--- src/rtl/core/rms_pkg.sv ---
// ----------------------------------------------------------------------------
// rms_pkg
// shared sizes, codes and types of the replace-min sorted store
// ----------------------------------------------------------------------------
package rms_pkg;

    localparam int DEPTH     = 64;
    localparam int VAL_W     = 30;
    localparam int OP_W      = 2;
    localparam int ST_W      = 2;
    localparam int SUM_W     = 37;
    localparam int OUT_SUM_W = 36;
    localparam int CNT_W     = $clog2(DEPTH + 1);
    localparam int IDX_W     = $clog2(DEPTH);

    // operation codes, code 3 is unused and leaves the store alone
    localparam logic [OP_W-1:0] OP_INSERT  = 2'd0;
    localparam logic [OP_W-1:0] OP_REPLACE = 2'd1;
    localparam logic [OP_W-1:0] OP_CLEAR   = 2'd2;

    typedef enum logic [ST_W-1:0] {
        ST_DONE  = 2'd0,
        ST_FULL  = 2'd1,
        ST_EMPTY = 2'd2
    } t_status;

    // broadcast to every cell of the chain
    typedef struct packed {
        logic             ins;
        logic             rep;
        logic [VAL_W-1:0] value;
        logic [CNT_W-1:0] count;
    } t_cell_ctl;

endpackage

--- src/rtl/core/rms_cell.sv ---
// ----------------------------------------------------------------------------
// rms_cell
// one slot of the sorted chain: compare against the broadcast value and shift
// ----------------------------------------------------------------------------
module rms_cell (
    input  logic                         i_clk,
    input  rms_pkg::t_cell_ctl           i_ctl,
    input  logic [rms_pkg::IDX_W-1:0]    i_idx,
    input  logic [rms_pkg::VAL_W-1:0]    i_left_val,
    input  logic                         i_left_gt,
    input  logic [rms_pkg::VAL_W-1:0]    i_right_val,
    input  logic                         i_right_lt,
    output logic [rms_pkg::VAL_W-1:0]    o_val,
    output logic                         o_gt,
    output logic                         o_lt
);

    logic [rms_pkg::VAL_W-1:0] r_val;
    logic [rms_pkg::VAL_W-1:0] n_val;
    logic                      occupied;
    logic                      is_end;
    logic                      is_first;

    assign occupied = rms_pkg::CNT_W'(i_idx) < i_ctl.count;
    assign is_end   = rms_pkg::CNT_W'(i_idx) == i_ctl.count;
    assign is_first = i_idx == '0;

    // held value strictly above / below the incoming value
    assign o_gt  = occupied && (r_val > i_ctl.value);
    assign o_lt  = occupied && (r_val < i_ctl.value);
    assign o_val = r_val;

    always_comb begin
        n_val = r_val;
        priority if (i_ctl.ins) begin
            // larger values move up one slot, new value lands at the gap
            priority if (i_left_gt) begin
                n_val = i_left_val;
            end else if (o_gt || is_end) begin
                n_val = i_ctl.value;
            end else begin
                n_val = r_val;
            end
        end else if (i_ctl.rep && occupied) begin
            // smaller values move down one slot over the old minimum
            priority if (i_right_lt) begin
                n_val = i_right_val;
            end else if (is_first || o_lt) begin
                n_val = i_ctl.value;
            end else begin
                n_val = r_val;
            end
        end else begin
            // slot keeps its value
            n_val = r_val;
        end
    end

    always_ff @(posedge i_clk) begin
        r_val <= n_val;
    end

endmodule
--- config.mk ---
export PLATFORM = sky130hd
export DESIGN_NAME = rms_cell
export DESIGN_NICKNAME = d
export VERILOG_FILES = /design/src/rtl/core/rms_pkg.sv /design/src/rtl/core/rms_cell.sv
export SDC_FILE = /design/constraint.sdc
export NUM_CORES = 1
export LEC_CHECK = 0
export CORE_MARGIN = 4
export CORE_UTILIZATION = 59
export CTS_BUF_LIST = sky130_fd_sc_hd__clkbuf_16
export DETAILED_ROUTE_END_ITERATION = 16
export DONT_BUFFER_PORTS = 1
export PLACE_DENSITY = 0.75
export SYNTH_ARGS = -nofsm -noshare
export SYNTH_HDL_FRONTEND = slang
export SYNTH_SLANG_ARGS = --single-unit
--- constraint.sdc ---
create_clock -name i_clk -period 4.2 [get_ports i_clk]
set_input_delay 0.84 -clock i_clk [delete_from_list [all_inputs] [get_ports i_clk]]
set_output_delay 0.84 -clock i_clk [all_outputs]
set_load 0.005 [all_outputs]
Word level (Yosys, flattened, before mapping). Cells that the tools add are included.

Add/subtract/negate cells: 0. Multiply operators: 0. Div/mod/pow operators: 0. Magnitude comparators: 3. Equality and inequality tests: 2. Shift operators: 0. Multiplexer cells: 6. Bitwise gates (word level): 0. Reduce and logical (&&, ||, !) cells: 9.

Operators by type and width (number): $mux W30 (6); $gt A30 B30 Y1 (1); $lt A30 B30 Y1 (1); $eq A6 B7 Y1 (1); $lt A6 B7 Y1 (1); $logic_not A6 Y1 (1); $logic_and A1 B1 Y1 (3); $ne A3 B1 Y1 const B (1); $reduce_and A3 Y1 (1); $reduce_bool A3 Y1 (1); $logic_or A1 B1 Y1 (2); $reduce_bool A2 Y1 (1).

Register bits after elaboration: 30. Latch bits: 0. Memory bits (writable): 0. Memory bits (read-only): 0. Bits of input ports: 108. Output and inout bits: 32. Logic and storage cells: 21. Memories: 0.

Longest topological paths before layout.
Depth after elaboration: 7. Mapped depth: 8. Mapped depth without buffers: 8.

Worst setup path before layout. No wires, ideal clock.

Kind: input-to-reg. Start: input port i_ctl[11] (netlist bit). End: register r_val (netlist bit o_val[0]), enable pin. Library setup time: 0.385 ns. Arrival: 2.923 ns. Required time: 3.815 ns. Path slack: 0.892 ns. Stages on the path: 8. Buffers on the path: 0. Cell sequence: inv_1 > ha_1 > and4_1 > o21ai_1 > a311o_1 > a2111oi_2 > a21o_1 > o211a_1.

Longest elaborated chain between the ends: 5. Elaborated cells between the ends (all ways): 9. Classes of those cells: order compare: 2; eq/ne: 1; reduce/logical: 6.

RTL lines: from (decl) (RTL line rms_cell.sv:7) `input rms_pkg::t_cell_ctl i_ctl,`; $gt A30 B30 Y1 (RTL line rms_cell.sv:29) `assign o_gt = occupied && (r_val > i_ctl.value);`; $logic_and A1 B1 Y1 (RTL line rms_cell.sv:29); via o_gt (RTL line rms_cell.sv:14) `output logic o_gt,`; $logic_or A1 B1 Y1 (RTL line rms_cell.sv:39) `end else if (o_gt || is_end) begin`; $ne A3 B1 Y1 (no source line); $reduce_and A3 Y1 (no source line); to (signal assigned) (RTL line rms_cell.sv:60) `r_val <= n_val;`; to (decl) (RTL line rms_cell.sv:18) `logic [rms_pkg::VAL_W-1:0] r_val;`.

The timed path passes the listed nets, and every way through them passes these cells. A chain may end at the register's enable or synchronous reset.

Worst setup path after layout.
Start: input port i_ctl[11] (netlist bit). End: output port o_gt.

Longest elaborated chain between the ends: 2.

RTL lines (RTL line): $gt A30 B30 Y1 (rms_cell.sv:29); $logic_and A1 B1 Y1 (rms_cell.sv:29); to (decl) (rms_cell.sv:14).

Every way passes these cells.

==> reports/metrics.cfg <==
[clock_tree]
cts_buffers=5
clock-root-buffer=clkbuf_16
cts_resized=0
cts_setup_buffers=0
cts.path.max_buffers=2
clk_pin_slew_ns=0.05
cts_tree=done
numClockSinks=30
cts_hold_buf=0
clk_latency_ns=0.27
htree_levels=2

[setup_path]
cp-end-kind=output pin
crit_arrival_ns=2.33
cp_slowest_cell=a311o_1
worstPathCellList=inv_1 > ha_1 > and4_1 > o21ai_1 > a311o_1 > a2111oi_2 > a21o_1
crit_path_start_kind=input pin
critPathRequiredTime_ns=3.36
critPathMaxFanout=3
critPathKind=in2out
critical-path-top-delay-family=compound AO/OA/AOI/OAI gates
crit_buf_inv=1
slowest_delay_ns=0.38

[synth]
netlist_area_mm2=0.00268
synth_seq_area_share_pct=33.6
syn-num-nets=435
syn_avg_cell_area_um2=9.21
yosys.area_share.simple_pct=11.3
async_flop_share_pct=0
synthTopCellsByCount=inv_1 (48), ha_1 (36), a21oi_1 (34)
yosysTopAreaCell=edfxtp_1
synth_cell_types=42
ys_warn_count=0
yosysMostFrequentCell=inv_1
synth-seq-cells=30
synth_compound_area_share_pct=21.9
synthFlopType=edfxtp_1
synth_xor_area_share_pct=0
synth-adder-area-share_pct=16.8
synth_area_leaders=edfxtp_1 (34%), ha_1 (17%), mux2i_1 (7.5%)
synth_top_family_by_area=compound AO/OA/AOI/OAI gates
synthCells=291
yosysTopAreaCellShare_pct=33.6
synth-edff-count=30
synth_mux_area_share_pct=7.47

[die]
dieArea_mm2=0.00568
die_x_um=75.4
ios=140
row_count=24
start_util_pct=61.1
dieHeight_um=75.4
core_mm2=0.00438

[layout]
layout.cells.non_filler=337
nets=428
largest_reg_flops=30
antenna_cells=0
area_growth_syn_to_layout_pct=6.63
drive_gt1_share_pct=5.61

[detailed_routing]
dr.pass1.iters=4
vias=2128
wirelength_um=6390
viasPerCell=6.31
drc_errors=0
wl_per_cell_um=19.0
detail-route-antenna-nets=0
drt_iter0_markers=114

[pwr]
power-per-cell-area_mw_per_mm2=363
pwr-share-comb_pct=21.2
seqPwrFrac_pct=40.8
swShare_pct=26.7
power_switching_mw=0.277
peakVddDrop_v=0.000238
internal-power_mw=0.761
leakage_nw=1.31
power_mw=1.04
clkPwrFrac_pct=38.0

[flow_run]
cap_violations=0

[timing]
post-route-period-util_pct=75.4
tightestPinTransition_ns=0.720
setup_slack_ns=1.03
rsz0062_at_grt=false
period_minus_slack_ns=3.17
fin_worst_skew_ns=0.00594
setup_tns_ns=0
slew_violations=0
relSlewSlack_pct=51.6
finalSetupViolations=0
max_freq_ghz=0.316
hold_viol=0

[placed_design]
port-buffer-count=0
place_ws_ns=0.811
place_hpwl_um=5060
routabilityCongestion=0.775
placed_cells=329

[global_route]
grt_max_degree=49
antenna_found_initial=0
grt_pass1_vias=2023
grt_pass1_wl_um=9540
grt.total_usage_pct=22.0
grt-ovfl-total=0

[worst_hold_path]
min_path_type=in2reg

[outcome]
status=finished clean

area by class of cell:
cell class | count | area, um2
clock buffer | 5 | 125
sequential | 30 | 901
timing repair buffer | 1 | 7.51
inverter | 48 | 180
fill | 373 | 1530
clock inverter | 3 | 37.5
tap | 52 | 65.1
multi-input combinational | 198 | 1540
power by group through the flow:
stage / registers, mW / logic (mW) / clock network [mW]
after floorplan: 0.417 / 0.190 / 0
after global placement: 0.429 / 0.215 / 0
after detailed placement: 0.429 / 0.221 / 0
after CTS: 0.424 / 0.223 / 0.397
after global routing: 0.428 / 0.256 / 0.414
final: 0.423 / 0.220 / 0.394
cell families (layout without fill, tap and decap cells):
family,count (synthesis),in the layout
fa+ha+maj,36,36
buf+inv,63,57
simple gates,57,57
mux,20,20
flops,30,30
compound gates,85,85
layout by cell type, fill, tap and decap left out, drive strengths merged, types with 2 or more instances in the layout:
cell type  netlist  final
nor3             4      4
a222oi           8      8
a21o             2      2
nand3            4      4
clkbuf          11      5
ha              36     36
o21ai           10     10
nor2            20     20
and4             2      2
a21oi           34     34
edfxtp          30     30
a221oi           2      2
nor2b            4      4
mux2i           20     20
inv             48     50
a211oi          21     21
nand2b           2      2
nand2            9      9
nand4            6      6
metrics by stage:
| step | area, um2 | hold WS (ns) | util, % |
|---|---|---|---|
| after global routing | 2860 | 0.745 | 65.2 |
| after floorplan | 2680 | 1.02 | - |
| after CTS | 2860 | 0.749 | 65.2 |
| after detailed placement | 2690 | 1.03 | 61.4 |
| after global placement | 2690 | 1.02 | 61.4 |
| final | 2860 | 0.762 | 65.2 |
metal layers:
layer / share of wire (%) / track usage [%] / up-vias
met5: 0 / 0 / -
met3: 12 / 7.65 / 4
met1: 41 / 28.9 / 953
met2: 46 / 35.0 / 96
met4: 0.74 / 5.63 / 0
li1: - / - / 1075
final timing paths:
| path | endpoint | cells past startpoint | from | slack, ns |
|---|---|---|---|---|
| worst max-delay path | o_gt | 7 | i_ctl[11] | 1.03 |
| worst min-delay path | o_val[28] | 2 | i_ctl[35] | 0.76 |
| worst max register to register | o_val[11] | 8 | o_val[4] | 1.26 |
| worst min register to register | o_val[8] | 5 | o_val[29] | 1.14 |
worst reg2reg max path: cells and delay by family (launching register included):
family | cells | cell delay, ns
simple gates | 1 | 0.23
compound gates | 5 | 1.23
buf+inv | 1 | 0.37
fa+ha+maj | 1 | 0.34
flops | 1 | 0.43
(Power assumes the default switching activity.)
